[src/hrhp_pkg.sv]
// Shared types and constants for the HTTP request head parser.
`default_nettype none
package hrhp_pkg;

   localparam int OffW = 13;

   typedef enum logic [4:0] {
      S_LINE_START, S_METHOD, S_SP_URI, S_URI, S_SP_HTTP, S_H, S_HT, S_HTT,
      S_HTTP, S_SLASH, S_MAJOR, S_DOT, S_MINOR, S_SP_AFTER, S_LINE_CR,
      S_HDR_START, S_KEY, S_KEY_END, S_COLON, S_VALUE, S_CR, S_CRLF, S_CRLFCR
   } parse_state_type;

   typedef enum logic [2:0] {
      ST_BUSY, ST_LINE, ST_HEADER, ST_HEAD, E_METHOD, E_URI, E_VERSION, E_LINE
   } status_type;

   localparam logic [1:0] M_UNKNOWN = 2'd0;
   localparam logic [1:0] M_GET     = 2'd1;
   localparam logic [1:0] M_POST    = 2'd2;
   localparam logic [1:0] M_HEAD    = 2'd3;

   localparam logic [31:0] WORD_GET  = 32'h0047_4554;
   localparam logic [31:0] WORD_POST = 32'h504F_5354;
   localparam logic [31:0] WORD_HEAD = 32'h4845_4144;

   localparam logic [7:0] CH_LF    = 8'd10;
   localparam logic [7:0] CH_CR    = 8'd13;
   localparam logic [7:0] CH_SP    = 8'd32;
   localparam logic [7:0] CH_SLASH = 8'd47;
   localparam logic [7:0] CH_DOT   = 8'd46;
   localparam logic [7:0] CH_COLON = 8'd58;
   localparam logic [7:0] CH_ZERO  = 8'd48;
   localparam logic [7:0] CH_H     = 8'd72;
   localparam logic [7:0] CH_T     = 8'd84;
   localparam logic [7:0] CH_P     = 8'd80;

   // one queued byte between front and back
   typedef struct packed {
      logic [7:0] data_byte;
      logic       restart;
      logic       is_digit;
      logic       is_upper;
   } item_type;

   // decimal accumulate with saturation at 255
   function automatic logic [7:0] dec_acc(input logic [7:0] v, input logic [7:0] c);
      logic [11:0] n;
      n = {v, 3'b000} + {3'b000, v, 1'b0} + {8'd0, c[3:0]};
      return (n > 12'd255) ? 8'd255 : n[7:0];
   endfunction

endpackage
`default_nettype wire

[src/hrhp_front.sv]
// Front stage: accept bytes, classify them and queue them for the parser.
`default_nettype none
module hrhp_front
   import hrhp_pkg::*;
(
   input  wire logic       clock,
   input  wire logic       reset,
   input  wire logic       req_valid,
   output logic            req_ready,
   input  wire logic [7:0] req_data_byte,
   input  wire logic       req_restart,
   output logic            q_valid,
   input  wire logic       q_ready,
   output item_type        q_item
);
   // two-entry queue
   item_type   slot_ff [2];
   logic       rd_ptr_ff, rd_ptr_in, wr_ptr_ff, wr_ptr_in;
   logic [1:0] count_ff, count_in;
   logic       push, pop;
   item_type   cls;

   // classify the incoming byte
   always_comb begin
      cls.data_byte = req_data_byte;
      cls.restart   = req_restart;
      cls.is_digit  = (req_data_byte >= 8'd48) && (req_data_byte <= 8'd57);
      cls.is_upper  = (req_data_byte >= 8'd65) && (req_data_byte <= 8'd90);
   end

   assign req_ready = (count_ff != 2'd2);
   assign q_valid   = (count_ff != 2'd0);
   assign q_item    = slot_ff[rd_ptr_ff];
   assign push      = req_valid && req_ready;
   assign pop       = q_valid && q_ready;

   always_comb begin
      rd_ptr_in = rd_ptr_ff ^ pop;
      wr_ptr_in = wr_ptr_ff ^ push;
      count_in  = count_ff + {1'b0, push} - {1'b0, pop};
   end

   // advance pointers
   always_ff @(posedge clock) begin
      if (reset) begin
         rd_ptr_ff <= 1'b0;
         wr_ptr_ff <= 1'b0;
         count_ff  <= 2'd0;
      end else begin
         rd_ptr_ff <= rd_ptr_in;
         wr_ptr_ff <= wr_ptr_in;
         count_ff  <= count_in;
      end
   end

   // store the transaction
   always_ff @(posedge clock) begin
      if (push) begin
         slot_ff[wr_ptr_ff] <= cls;
      end
   end

   a_count_max: assert property (@(posedge clock) disable iff (reset)
      count_ff != 2'd3) else $error("queue count out of range");
   a_no_push_full: assert property (@(posedge clock) disable iff (reset)
      (count_ff == 2'd2) |-> !push) else $error("push into full queue");
   a_pop_count: assert property (@(posedge clock) disable iff (reset)
      (pop && !push) |=> (count_ff == $past(count_ff) - 2'd1))
      else $error("pop did not drop count");
endmodule
`default_nettype wire

[src/hrhp_back.sv]
// Back stage: one state machine for the request line and headers, with an output register.
`default_nettype none
module hrhp_back
   import hrhp_pkg::*;
#(
   parameter int BUFFER_SIZE = 8192
) (
   input  wire logic       clock,
   input  wire logic       reset,
   input  wire logic       q_valid,
   output logic            q_ready,
   input  item_type        q_item,
   output logic            rsp_valid,
   input  wire logic       rsp_ready,
   output logic [2:0]      rsp_status,
   output logic [1:0]      rsp_method,
   output logic [OffW-1:0] rsp_uri_begin,
   output logic [OffW-1:0] rsp_uri_finish,
   output logic [7:0]      rsp_version_major,
   output logic [7:0]      rsp_version_minor,
   output logic [OffW-1:0] rsp_key_begin,
   output logic [OffW-1:0] rsp_key_finish,
   output logic [OffW-1:0] rsp_value_begin,
   output logic [OffW-1:0] rsp_value_finish
);
   localparam int PW = $clog2(BUFFER_SIZE + 1);

   parse_state_type state_ff, state_in, s0;
   logic [PW-1:0]   off_ff, off_in, p, p1;
   logic [31:0]     let_ff, let_in, l0;
   logic [2:0]      len_ff, len_in, n0;
   logic [1:0]      meth_ff, meth_in, m0;
   logic [OffW-1:0] ub_ff, ub_in, ue_ff, ue_in, kb_ff, kb_in, ke_ff, ke_in;
   logic [OffW-1:0] vb_ff, vb_in, ve_ff, ve_in, pl;
   logic [OffW-1:0] ub0, ue0, kb0, ke0, vb0, ve0;
   logic [7:0]      maj_ff, maj_in, min_ff, min_in, mj0, mn0;
   status_type      err_ff, err_in, e0, st;
   logic [7:0]      c;
   logic            step, outv_ff;

   assign q_ready = !outv_ff || rsp_ready;
   assign step    = q_valid && q_ready;
   assign c       = q_item.data_byte;

   always_comb begin
      // apply restart before the byte
      s0  = q_item.restart ? S_LINE_START : state_ff;
      p   = q_item.restart ? '0 : off_ff;
      l0  = q_item.restart ? '0 : let_ff;
      n0  = q_item.restart ? '0 : len_ff;
      m0  = q_item.restart ? M_UNKNOWN : meth_ff;
      ub0 = q_item.restart ? '0 : ub_ff;
      ue0 = q_item.restart ? '0 : ue_ff;
      kb0 = q_item.restart ? '0 : kb_ff;
      ke0 = q_item.restart ? '0 : ke_ff;
      vb0 = q_item.restart ? '0 : vb_ff;
      ve0 = q_item.restart ? '0 : ve_ff;
      mj0 = q_item.restart ? '0 : maj_ff;
      mn0 = q_item.restart ? '0 : min_ff;
      e0  = q_item.restart ? ST_BUSY : err_ff;
      pl  = p[OffW-1:0];
      p1  = p + PW'(1);

      state_in = s0; let_in = l0; len_in = n0; meth_in = m0;
      ub_in = ub0; ue_in = ue0; kb_in = kb0; ke_in = ke0; vb_in = vb0; ve_in = ve0;
      maj_in = mj0; min_in = mn0; err_in = e0; st = ST_BUSY;
      off_in = (p1 >= PW'(BUFFER_SIZE)) ? '0 : p1;

      if (e0 != ST_BUSY) begin
         st = e0;
      end else begin
         case (s0)
            S_LINE_START: begin
               if (c == CH_CR || c == CH_LF || c == CH_SP) st = ST_BUSY;
               else if (!q_item.is_upper) st = E_METHOD;
               else begin
                  let_in = {24'd0, c}; len_in = 3'd1; state_in = S_METHOD;
               end
            end
            S_METHOD: begin
               if (c == CH_SP) begin
                  if (n0 == 3'd3 && l0 == WORD_GET) meth_in = M_GET;
                  else if (n0 == 3'd4 && l0 == WORD_POST) meth_in = M_POST;
                  else if (n0 == 3'd4 && l0 == WORD_HEAD) meth_in = M_HEAD;
                  else meth_in = M_UNKNOWN;
                  state_in = S_SP_URI;
               end else if (!q_item.is_upper) st = E_METHOD;
               else begin
                  if (n0 < 3'd4) let_in = {l0[23:0], c};
                  if (n0 < 3'd7) len_in = n0 + 3'd1;
               end
            end
            S_SP_URI: begin
               if (c == CH_SLASH) begin ub_in = pl; state_in = S_URI; end
               else if (c != CH_SP) st = E_URI;
            end
            S_URI: begin
               if (c == CH_SP) begin ue_in = pl; state_in = S_SP_HTTP; end
            end
            S_SP_HTTP: begin
               if (c == CH_H) state_in = S_H;
               else if (c != CH_SP) st = E_VERSION;
            end
            S_H:    if (c == CH_T) state_in = S_HT; else st = E_VERSION;
            S_HT:   if (c == CH_T) state_in = S_HTT; else st = E_VERSION;
            S_HTT:  if (c == CH_P) state_in = S_HTTP; else st = E_VERSION;
            S_HTTP: if (c == CH_SLASH) state_in = S_SLASH; else st = E_VERSION;
            S_SLASH: begin
               if (!q_item.is_digit) st = E_VERSION;
               else begin maj_in = c - CH_ZERO; state_in = S_MAJOR; end
            end
            S_MAJOR: begin
               if (c == CH_DOT) state_in = S_DOT;
               else if (!q_item.is_digit) st = E_VERSION;
               else maj_in = dec_acc(mj0, c);
            end
            S_DOT: begin
               if (!q_item.is_digit) st = E_VERSION;
               else begin min_in = c - CH_ZERO; state_in = S_MINOR; end
            end
            S_MINOR: begin
               if (c == CH_CR) state_in = S_LINE_CR;
               else if (c == CH_SP) state_in = S_SP_AFTER;
               else if (c == CH_LF) begin st = ST_LINE; state_in = S_HDR_START; end
               else if (!q_item.is_digit) st = E_VERSION;
               else min_in = dec_acc(mn0, c);
            end
            S_SP_AFTER: begin
               if (c == CH_SP) st = ST_BUSY;
               else if (c == CH_CR) state_in = S_LINE_CR;
               else if (c == CH_LF) begin st = ST_LINE; state_in = S_HDR_START; end
               else st = E_LINE;
            end
            S_LINE_CR: begin
               if (c == CH_LF) begin st = ST_LINE; state_in = S_HDR_START; end
               else st = E_LINE;
            end
            S_HDR_START: begin
               if (c == CH_CR || c == CH_LF) begin st = ST_HEAD; state_in = S_LINE_START; end
               else begin kb_in = pl; state_in = S_KEY; end
            end
            S_KEY: begin
               if (c == CH_SP) begin ke_in = pl; state_in = S_KEY_END; end
               else if (c == CH_COLON) begin ke_in = pl; state_in = S_COLON; end
            end
            S_KEY_END: begin
               if (c == CH_COLON) state_in = S_COLON;
               else if (c != CH_SP) st = E_LINE;
            end
            S_COLON: begin
               if (c != CH_SP) begin vb_in = pl; state_in = S_VALUE; end
            end
            S_VALUE: begin
               if (c == CH_CR) begin ve_in = pl; state_in = S_CR; end
               else if (c == CH_LF) begin ve_in = pl; state_in = S_CRLF; end
            end
            S_CR: begin
               if (c == CH_LF) begin st = ST_HEADER; state_in = S_CRLF; end
               else st = E_LINE;
            end
            S_CRLF: begin
               if (c == CH_CR) state_in = S_CRLFCR;
               else begin kb_in = pl; state_in = S_KEY; end
            end
            S_CRLFCR: begin
               if (c == CH_LF) begin st = ST_HEAD; state_in = S_LINE_START; end
               else st = E_LINE;
            end
            default: state_in = S_LINE_START;
         endcase
         if (st >= E_METHOD) err_in = st;
      end
   end

   // control state
   always_ff @(posedge clock) begin
      if (reset) begin
         state_ff <= S_LINE_START; off_ff <= '0; err_ff <= ST_BUSY; outv_ff <= 1'b0;
         let_ff <= '0; len_ff <= '0; meth_ff <= M_UNKNOWN;
         ub_ff <= '0; ue_ff <= '0; kb_ff <= '0; ke_ff <= '0; vb_ff <= '0; ve_ff <= '0;
         maj_ff <= '0; min_ff <= '0;
      end else begin
         if (step) begin
            state_ff <= state_in; off_ff <= off_in; err_ff <= err_in;
            let_ff <= let_in; len_ff <= len_in; meth_ff <= meth_in;
            ub_ff <= ub_in; ue_ff <= ue_in; kb_ff <= kb_in; ke_ff <= ke_in;
            vb_ff <= vb_in; ve_ff <= ve_in; maj_ff <= maj_in; min_ff <= min_in;
         end
         if (step) outv_ff <= 1'b1;
         else if (rsp_ready) outv_ff <= 1'b0;
      end
   end

   // output register
   always_ff @(posedge clock) begin
      if (step) begin
         rsp_status <= st; rsp_method <= meth_in;
         rsp_uri_begin <= ub_in; rsp_uri_finish <= ue_in;
         rsp_version_major <= maj_in; rsp_version_minor <= min_in;
         rsp_key_begin <= kb_in; rsp_key_finish <= ke_in;
         rsp_value_begin <= vb_in; rsp_value_finish <= ve_in;
      end
   end

   assign rsp_valid = outv_ff;

   a_off_range: assert property (@(posedge clock) disable iff (reset)
      off_ff < PW'(BUFFER_SIZE)) else $error("offset beyond buffer");
   a_err_sticky: assert property (@(posedge clock) disable iff (reset)
      (step && !q_item.restart && err_ff != ST_BUSY) |=> (err_ff == $past(err_ff)))
      else $error("error not sticky");
   a_hold: assert property (@(posedge clock) disable iff (reset)
      (outv_ff && !rsp_ready) |-> !step) else $error("overwrote pending result");
endmodule
`default_nettype wire

[src/http_request_head_parser_core.sv]
// Top level of the HTTP request head parser.
//  channel | ports                  | direction | transfers
//  req     | req_valid/req_ready    | in        | one byte and restart flag
//  rsp     | rsp_valid/rsp_ready    | out       | one status per byte
// One byte per clock sustained while rsp_ready stays high; each byte passes the queue, then the parser register.
// The parse state loop in the back stage sets the one-byte-per-cycle figure.
// Synchronous reset returns the parser to line start at offset zero.
// A stalled rsp side fills the two-entry queue, then drops req_ready.
`default_nettype none
module http_request_head_parser_core
   import hrhp_pkg::*;
#(
   parameter int BUFFER_SIZE = 8192
) (
   input  wire logic       clock,
   input  wire logic       reset,
   input  wire logic       req_valid,
   output logic            req_ready,
   input  wire logic [7:0] req_data_byte,
   input  wire logic       req_restart,
   output logic            rsp_valid,
   input  wire logic       rsp_ready,
   output logic [2:0]      rsp_status,
   output logic [1:0]      rsp_method,
   output logic [12:0]     rsp_uri_begin,
   output logic [12:0]     rsp_uri_finish,
   output logic [7:0]      rsp_version_major,
   output logic [7:0]      rsp_version_minor,
   output logic [12:0]     rsp_key_begin,
   output logic [12:0]     rsp_key_finish,
   output logic [12:0]     rsp_value_begin,
   output logic [12:0]     rsp_value_finish
);
   logic     q_valid, q_ready;
   item_type q_item;

   hrhp_front u_front (
      .clock, .reset, .req_valid, .req_ready, .req_data_byte, .req_restart,
      .q_valid, .q_ready, .q_item
   );

   hrhp_back #(.BUFFER_SIZE(BUFFER_SIZE)) u_back (
      .clock, .reset, .q_valid, .q_ready, .q_item,
      .rsp_valid, .rsp_ready, .rsp_status, .rsp_method,
      .rsp_uri_begin, .rsp_uri_finish, .rsp_version_major, .rsp_version_minor,
      .rsp_key_begin, .rsp_key_finish, .rsp_value_begin, .rsp_value_finish
   );
endmodule
`default_nettype wire
[config.mk]
export PLATFORM = sky130hd
export DESIGN_NAME = http_request_head_parser_core
export DESIGN_NICKNAME = d
export VERILOG_FILES = /design/src/hrhp_pkg.sv /design/src/hrhp_front.sv /design/src/hrhp_back.sv /design/src/http_request_head_parser_core.sv
export SDC_FILE = /design/constraint.sdc
export NUM_CORES = 1
export LEC_CHECK = 0
export BUFFER_PORTS_ARGS = -buffer_cell sky130_fd_sc_hd__buf_2
export CELL_PAD_IN_SITES_DETAIL_PLACEMENT = 1
export CELL_PAD_IN_SITES_GLOBAL_PLACEMENT = 2
export CORE_MARGIN = 2
export CORE_UTILIZATION = 42
export DETAILED_ROUTE_END_ITERATION = 6
export GPL_TIMING_DRIVEN = 0
export PLACE_DENSITY_LB_ADDON = 0.1
export SYNTH_ARGS = -nofsm -noshare
export SYNTH_HDL_FRONTEND = slang
export SYNTH_HIERARCHICAL = 1
export SYNTH_SLANG_ARGS = --single-unit
[constraint.sdc]
create_clock -name clock -period 6.52 [get_ports clock]
set_input_delay 0 -clock clock [delete_from_list [all_inputs] [get_ports clock]]
set_output_delay 0 -clock clock [all_outputs]
set_load 0.05 [all_outputs]
==> results.cfg, run 1 <==
[run_status]
outcome = finished clean

[die]
io_pins = 114
dieArea_mm2 = 0.03630
coreArea_mm2 = 0.03437
core.rowCount = 68
initial_utilization_pct = 42.51
chipWidth_um = 190.5
die_h_um = 190.5

[global_routing]
grtUsageMet2_pct = 43.71
grt_pass1_vias = 12630
antenna_found_initial = 0
grt.busiest_layer = met2
grt_overflow = 0
grt_max_degree = 69
grt.met1_usage_pct = 38.56
grt_use_total_pct = 27.06
met3_usage_pct = 2.779
grt_pass1_wl_um = 75600

[cells_and_area]
drive_above_1_share_pct = 20.76
final_nets = 1748
areaGrowthSynthToFinish_pct = 16.07
layout_commonest_cell = nand2_1
fillers = 3898
layout_common_cells = nand2_1, dfxtp_1, buf_2
antenna_cells = 0
final_area_mm2 = 0.01696

[placed_design]
port_buffers = 113
post-dp-hpwl_um = 35090
finalWeightedCongestion = 0.8946
dpl_cell_area_mm2 = 0.01578

[drt]
firstDrtPassIters = 5
vias = 12390
drc_errors = 0
avgViaCountPerCell = 5.708
drt_iter0_markers = 715
antenna_left = 0
post_drt_wl_per_cell_um = 22.55
wl_um = 48940

[timing]
period_share_pct = 82.09
finalCriticalPeriod_ns = 5.352
hold_viol = 0
grt_setup_unrepaired = false
setup_viol_count_final = 0
finClkSkew_ns = 0.02458
fmax_ghz = 0.1868
worst_slew_pin_slew_ns = 0.8896
fin_setup_tns_ns = 0
slew_viol_final = 0
slew_headroom_pct = 39.00

[synthesis]
ys_ff_latch = 279
async_reset_ff_share_pct = 0
postSynthAreaPerCell_um2 = 9.551
synthCells = 1530
synth.area.top_cells = edfxtp_1, dfxtp_1, nand2_1, mux2i_1, a21oi_1
netlist_area_mm2 = 0.01461
ys.flop_type = dfxtp_1
synth.largest_area_cell = edfxtp_1
seq_area_frac_synth_pct = 46.51
synth_edf_count = 121
yosysWarnings = 6
ys_types = 100
synth_nets = 1588
netlist.area_leader.share_pct = 24.87

[critical_path]
crit_path_start_kind = register
required_ns = 6.90
cp_max_fo = 10
end_kind = register
rrSetupSlack_ns = 1.17
arrival_ns = 5.74
critical_path_class = reg -> reg

[power]
leakage_nw = 6.030
vdd_ir_drop_max_mv = 0.2999
power_density_mw_per_mm2 = 416.6

[clock_network]
root_buffer = clkbuf_16
postCtsSetupBuffers = 0
numCtsBuffers = 31
clockBufferDepth = 3
cts_sinks = 279
tritoncts = yes
insertion_delay_ns = 0.59
cts-htree-levels = 1
path_clk_slew_ns = 0.06

[hold_path]
hold_path.class = in -> reg

[run]
maxCapViolations = 0
## what timing repair did
action,CTS,global route
resized for setup,0,0
hold endpoints to repair,27,0
hold buffers,13,0
## cells in the mapped netlist, drive strengths merged (9+ instances only)
master / count
nor4: 15
buf: 66
nor3: 37
nor2b: 30
a31oi: 26
nand3: 18
clkbuf: 52
mux2i: 67
xnor2: 12
dfxtp: 158
a211oi: 11
nand2: 241
and2: 10
and3: 11
ha: 42
a21oi: 134
a22oi: 39
a31o: 11
o221ai: 14
nor2: 162
nor4b: 12
mux2: 12
nand2b: 9
edfxtp: 121
nand4: 14
o21ai: 71
inv: 21
## power by group
part	switching (mW)	leakage (nW)	internal (mW)	total (mW)
clock	0.737	0.516	1.08	1.82
sequential	0.0965	2.45	2.22	2.32
combinational	2.29	3.06	0.638	2.93
## per-stage QoR
stage                     setup WS, ns  cells  total power [mW]  utilization [%]  hold WS, ns
final                            1.168   2170             7.066            49.34       0.1368
after CTS                        1.154   2170             7.106            49.34       0.1166
after floorplan                  1.907   1530             4.413                -      0.06669
after global routing            0.8756   2170             7.392            49.34       0.1416
after detailed placement         1.174   2099             5.273            45.90       0.2011
after global placement          0.1171   2098             5.248            45.81       0.1927
## per-layer routing
layer	vias up	part of all wire [%]
met5	-	0
met4	0	2.3
met3	69	3.9
met2	283	46
met1	6187	48
li1	5848	-
## sequential cells by signal, summed over array words and instances (netlist names), 13 cells and up
name,flops
u_back/ub_ff,13
u_back/rsp_key_finish,13
u_back/rsp_value_finish,13
u_back/kb_ff,13
u_back/ve_ff,13
u_back/rsp_value_begin,13
u_back/off_ff,14
u_back/ke_ff,13
u_back/rsp_uri_begin,13
u_back/vb_ff,13
u_front/slot_ff,22
u_back/rsp_key_begin,13
u_back/ue_ff,13
u_back/let_ff,32
u_back/rsp_uri_finish,13
## final timing paths
kind                     startpoint                          end  cells past startpoint
setup / recovery  u_front/rd_ptr_ff  u_back/rsp_version_major[5]                     16
hold reg to reg     u_back/ke_ff[0]              u_back/ke_ff[0]                      2
setup reg to reg  u_front/rd_ptr_ff  u_back/rsp_version_major[5]                     16
hold / removal          req_restart        u_front/slot_ff[0][2]                      2
## critical path, stage by stage (launching register included)
cell and delay [ns]:
dfxtp_1 0.38, buf_4 0.21, mux2_2 0.33, buf_2 0.36, buf_2 0.38, buf_2 0.46, nor2b_1 0.20, fa_1 0.58
inv_1 0.07, fa_1 0.46, nor2b_1 0.17, o31a_1 0.22, nor3_1 0.07, o211a_1 0.24, o211ai_2 0.45, o21ai_0 0.22
a22oi_1 0.31
## layout make-up
type | count | area (µm²) | area share [%]
timing repair buffer | 127 | 723.2 | 4.264
sequential | 279 | 6797 | 40.07
buffer | 118 | 639.4 | 3.770
clock buffer | 35 | 800.8 | 4.721
clock inverter | 23 | 251.5 | 1.483
tap | 455 | 569.3 | 3.356
multi-input combinational | 1110 | 7094 | 41.83
inverter | 23 | 86.33 | 0.5090
## cells by family after synthesis
logic type / synth area share, %
flops: 46.51
mux: 5.514
fa+ha+maj: 4.007
buf+inv: 4.940
compound gates: 17.32
simple gates: 20.75
xor+xnor: 0.9590
No activity file was read; power rests on OpenSTA's default activity.
==> run 2: changes to the inputs <==
ABC_AREA = 1   (was not set)
CORE_UTILIZATION = 32   (was 42)
clock period = 4.9 ns   (was 6.52 ns; I/O delays follow)
==> run 2 against run 1 <==
Compared with the run above: sequential share of layout area decreased by 2.2 points; non-clock buffer count down 25; synthesized cell count increased by 31%; count of clock-buffer cells in the layout grew 9; critical path depth is 4 higher; clock power grew 42%; routed wire length increased by 17%; synthesized area rose by 4.4%; via count grew 16%.
==> results.cfg, run 2 <==
[timing]
fin_ws_ns = 0.3288
finClkSkew_ns = 0.02103
worst_slew_pin_slew_ns = 0.9548
period_share_pct = 93.29
setup_viol_count_final = 0
finalCriticalPeriod_ns = 4.571
fmax_ghz = 0.2188
slew_viol_final = 0
slew_headroom_pct = 36.34
whs_ns = 0.2079
hold_viol = 0

[clock_network]
root_buffer = clkbuf_16
clockBufferDepth = 3
insertion_delay_ns = 0.55
tritoncts = yes
cts-htree-levels = 2
path_clk_slew_ns = 0.06
postCtsSetupBuffers = 0
numCtsBuffers = 35
cts_sinks = 279

[global_routing]
grt_pass1_vias = 15090
grt_pass1_wl_um = 88870
grt_use_total_pct = 23.15
grt_max_degree = 39
antenna_found_initial = 0
grt_overflow = 0

[synthesis]
yosysMostFrequentCell = nand2_1
ys_types = 55
netlist.area_leader.share_pct = 23.82
yosysWarnings = 6
synthTopCellsByCount = nand2_1, inv_1, nor2_1
postSynthAreaPerCell_um2 = 7.603
synth.area.top_cells = edfxtp_1, dfxtp_1, nand2_1, inv_1, o21ai_0
seq_area_frac_synth_pct = 44.56
synth_edf_count = 121
synth_nets = 2064
netlist_area_mm2 = 0.01525
async_reset_ff_share_pct = 0
ys_ff_latch = 279
synthCells = 2006
ys.flop_type = dfxtp_1
synth.largest_area_cell = edfxtp_1

[power]
p_comb_share_pct = 51.1
leakage_nw = 8.064
clkPwrFrac_pct = 19.3
p_int_mw = 6.793
p_sw_share_pct = 49.30
finalPower_mw = 13.40
vdd_ir_drop_max_mv = 0.3591
pwr-share-seq_pct = 29.6
power_density_mw_per_mm2 = 746.6
switching_power_mw = 6.605

[cells_and_area]
areaGrowthSynthToFinish_pct = 17.67
regMostFlops = u_back/let_ff
final_nets = 2228
final_cells = 2810
layout_commonest_cell = nand2_1
layout_common_cells = nand2_1, inv_1, nor2_1
antenna_cells = 0
fillers = 5801
reg_top3 = u_back/let_ff: 32 flops, u_front/slot_ff: 22 flops, u_back/off_ff: 14 flops
largest_register_ffs = 32
drive_above_1_share_pct = 12.39

[die]
die_h_um = 222.3
io_pins = 114
coreArea_mm2 = 0.04735
initial_utilization_pct = 32.21
chipWidth_um = 222.3
core.rowCount = 80
dieArea_mm2 = 0.04943

[drt]
vias = 14390
antenna_left = 0
firstDrtPassIters = 5
avgViaCountPerCell = 5.122
post_drt_wl_per_cell_um = 20.32
wl_um = 57090
drc_errors = 0
drt_iter0_markers = 748

[placed_design]
dp.cells = 2736
post-dp-hpwl_um = 42220
port_buffers = 113
finalWeightedCongestion = 0.9084
pre_cts_slack_ns = -0.4130

[hold_path]
hold_path.class = in -> reg
whs_path_depth = 2
min_to = u_front/slot_ff[0][2]
min_from = req_restart

[critical_path]
end_kind = register
rr_worst_depth = 20
arrival_ns = 4.85
critical_path_class = reg -> reg
required_ns = 5.18
cp_max_fo = 10
crit_path_start_kind = register
worstReg2RegStart = u_front/rd_ptr_ff
rrSetupSlack_ns = 0.33
worstReg2RegEnd = u_back/rsp_version_minor[5]

[run]
maxCapViolations = 0

[run_status]
outcome = finished clean
[run 2: cell count changes after synthesis, moves of 20 or more]
cell / change
a21oi_1: +22
a22oi_1: -34
buf_2: -20
inv_1: +287
mux2i_1: -67
nand2_1: +131
nand3_1: +110
nor2_1: +85
nor2_2: -32
nor2b_1: -30
o21ai_0: +116
o22ai_1: +43
[run 2: cells by family after synthesis]
logic type,share of synthesized area (%)
adder cells (fa/ha/maj),3.839
XOR/XNOR,1.206
flip-flops,44.56
multiplexers,1.009
AND/OR/NAND/NOR,22.58
AO/OA/AOI/OAI,16.19
buffers and inverters,10.62
[run 2: worst max-delay path: stages (launching register included)]
cell and delay [ns]:
dfxtp_1 0.41, buf_6 0.20, mux2_4 0.32, buf_6 0.19, clkbuf_4 0.26, buf_4 0.25, nor2_1 0.35, ha_1 0.35
fa_1 0.50, nand3_1 0.11, nand3_1 0.12, nand2_1 0.12, a21oi_1 0.07, nor2_1 0.27, nand2_1 0.15, nor2_4 0.17
nand2_1 0.09, nand2_1 0.06, nand2_1 0.04, o21ai_0 0.17, inv_1 0.07
[run 2: layer usage]
layer | wire length, µm | up-vias | GRT usage (%)
li1 | - | 6965 | -
met1 | 25370 | 7090 | 29.43
met2 | 28240 | 252 | 40.94
met3 | 2026 | 87 | 2.777
met4 | 1455 | 0 | 7.105
met5 | 0 | - | 0
[run 2: worst max-delay path by stage]
stage,slack [ns],startpoint,to
after floorplan,0.38,u_back/rsp_valid,u_back/rsp_key_begin[0]
after global placement,-1.94,u_front/count_ff[1],u_back/meth_ff[0]
after detailed placement,-0.41,u_front/rd_ptr_ff,u_back/rsp_version_major[4]
after CTS,0.0005,u_front/rd_ptr_ff,u_back/rsp_version_minor[5]
after global routing,-0.008,u_front/rd_ptr_ff,u_back/rsp_version_minor[5]
final,0.33,u_front/rd_ptr_ff,u_back/rsp_version_minor[5]
[run 2: what timing repair did]
action | in CTS | in global routing
hold buffers | 13 | 0
hold endpoints to repair | 27 | 0
endpoints found under the setup margin | 23 | 32
resized for setup | 5 | 15
[run 2: per-stage QoR]
stage / utilization (%) / setup TNS [ns] / cell area, µm²
finish: 37.91 / 0 / 17950
global route: 37.91 / -0.007904 / 17950
CTS: 37.82 / 0 / 17910
detailed placement: 35.14 / -5.309 / 16640
global placement: 35.03 / -210.27 / 16590
floorplan: - / 0 / 15250
[run 2: power groups by stage]
stage	Combinational, mW	Clock, mW	Sequential [mW]
2_1_floorplan	3.20	0	5.56
4_1_cts	6.87	2.66	3.98
5_1_grt	7.48	2.75	4.07
6_report	6.85	2.59	3.96
3_3_place_gp	6.26	0	3.94
3_5_place_dp	6.83	0	4.02
[run 2: final cells by class]
class / count / area (µm²) / area share [%]
Sequential cell: 279 / 6797 / 37.87
Inverter: 319 / 1210 / 6.741
Timing Repair Buffer: 128 / 743.2 / 4.141
Tap cell: 615 / 769.5 / 4.288
Clock buffer: 44 / 929.6 / 5.180
Clock inverter: 18 / 198.9 / 1.108
Buffer: 92 / 422.9 / 2.356
Multi-Input combinational cell: 1315 / 6877 / 38.32
==> run 3: changes to the inputs <==
ABC_AREA = not set   (was 1)
CORE_UTILIZATION = 35   (was 32)
==> run 3 against run 2 <==
Compared with the run above: non-clock buffer count up 26; clock power grew 3%; total power is 27% lower; routed wire length fell by 11%; count of clock-buffer cells in the layout rose by 1; hold slack worse by 0.026 ns; register-to-register slack got worse by 0.096 ns; critical endpoint is now u_back/rsp_version_major[5]; global-route usage increased by 0.34 points; cell count fell by 20%; utilization grew 4.2 points; largest power group unchanged.
==> results.cfg, run 3 (same netlist as run 1, synthesis figures left out) <==
[placed_design]
pre_cts_slack_ns = -0.4321
dpl_cell_area_mm2 = 0.01588
post-dp-hpwl_um = 35900
port_buffers = 113
finalWeightedCongestion = 0.9331

[timing]
fin_ws_ns = 0.2332
hold_viol = 0
setup_viol_count_final = 0
period_share_pct = 95.24
whs_ns = 0.1819
slew_viol_final = 0
slew_headroom_pct = 37.61
finClkSkew_ns = 0.02271
finalCriticalPeriod_ns = 4.667
fmax_ghz = 0.2143
fin_setup_tns_ns = 0
worst_slew_pin_slew_ns = 0.9358

[drt]
drt_iter0_markers = 722
firstDrtPassIters = 5
wl_um = 51080
post_drt_wl_per_cell_um = 22.68
antenna_left = 0
avgViaCountPerCell = 5.484
vias = 12350
drc_errors = 0

[die]
chipWidth_um = 208.3
core.rowCount = 74
coreArea_mm2 = 0.04102
die_h_um = 208.3
initial_utilization_pct = 35.63
dieArea_mm2 = 0.04340
io_pins = 114

[clock_network]
cts-htree-levels = 2
root_buffer = clkbuf_16
clockBufferDepth = 3
numCtsBuffers = 35
cts_sinks = 279
insertion_delay_ns = 0.56
path_clk_slew_ns = 0.06
tritoncts = yes

[global_routing]
grt_max_degree = 69
grt_use_total_pct = 23.49
grt_overflow = 0
antenna_found_initial = 1
grt_pass1_wl_um = 78410
grt_pass1_vias = 12520

[cells_and_area]
areaGrowthSynthToFinish_pct = 18.09
drive_above_1_share_pct = 21.57
antenna_cells = 0
layout_commonest_cell = nand2_1
reg_top3 = u_back/let_ff: 32 flops, u_front/slot_ff: 22 flops, u_back/off_ff: 14 flops
final_nets = 1753
final_area_mm2 = 0.01726
fin_util_pct = 42.07
largest_register_ffs = 32
layout_common_cells = nand2_1, dfxtp_1, buf_2
regMostFlops = u_back/let_ff

[critical_path]
cp_max_fo = 10
crit_path_start_kind = register
end_kind = register
required_ns = 5.17
critical_path_class = reg -> reg
arrival_ns = 4.94

[hold_path]
hold_path.class = in -> reg

[run]
maxCapViolations = 0

[power]
power_density_mw_per_mm2 = 562.9
leakage_nw = 6.113
vdd_ir_drop_max_mv = 0.3585

[run_status]
outcome = finished clean
run 3: cell types whose count changed in the layout (fill, tap and decap cells not counted), sizes merged, moves of 30 or more:
| cell | before | now |
|---|---|---|
| o21ai | 193 | 71 |
| nand3 | 129 | 18 |
| a22oi | 5 | 39 |
| nand2 | 391 | 241 |
| mux2i | 0 | 67 |
| buf | 147 | 182 |
| inv | 319 | 25 |
| nor2b | 0 | 30 |
| nor2 | 216 | 162 |
| o22ai | 50 | 7 |
run 3: worst paths after layout:
kind,startpoint,to,slack [ns],cells past startpoint
worst max-delay path,u_front/rd_ptr_ff,u_back/rsp_version_major[5],0.23,15
worst min register to register,u_back/ke_ff[12],u_back/ke_ff[12],0.45,2
worst max register to register,u_front/rd_ptr_ff,u_back/rsp_version_major[5],0.23,15
worst min-delay path,req_restart,u_front/slot_ff[0][2],0.18,2
run 3: final cells by class:
cell class	instances	area, µm²
clock buffers	45	954.7
well taps	532	665.6
repair buffers	129	738.2
flip-flops and latches	279	6797
plain buffers	117	651.9
clock inverters	17	214.0
fillers	4675	23760
multi-input cells	1110	7149
inverters	23	86.33
run 3: repair_timing:
item / CTS / global route
buffers inserted: 0 / 2
hold buffers: 13 / 0
endpoints found under the setup margin: 32 / 28
resized for setup: 10 / 9
endpoints found under the hold margin: 27 / 0
run 3: routing by layer:
metal	share of wire [%]	global-route usage (%)	up-vias
met3	3.9	3.260	62
li1	-	-	5873
met5	0.035	0	-
met2	44	35.46	242
met4	2.0	6.400	2
met1	50	34.93	6171
run 3: stage by stage:
step | instances | power [mW]
after floorplan | 1530 | 5.872
after global placement | 2175 | 6.962
after global routing | 2252 | 10.19
final | 2252 | 9.714
after detailed placement | 2176 | 7.042
after CTS | 2250 | 9.772
run 3: where the power goes:
| part | internal (mW) | switching [mW] |
|---|---|---|
| logic | 0.878 | 3.09 |
| clock network | 1.60 | 1.05 |
| registers | 2.96 | 0.136 |
run 3: worst max-delay path, cell delays in order, from the launching register on:
cell	delay [ns]
dfxtp_1	0.38
buf_6	0.18
mux2_4	0.38
buf_4	0.23
buf_4	0.22
buf_4	0.23
nor2b_2	0.29
fa_1	0.51
ha_1	0.33
a211oi_1	0.25
nor2_1	0.11
o31a_1	0.31
o41ai_2	0.37
o211ai_4	0.20
o21ai_1	0.28
a22oi_1	0.12
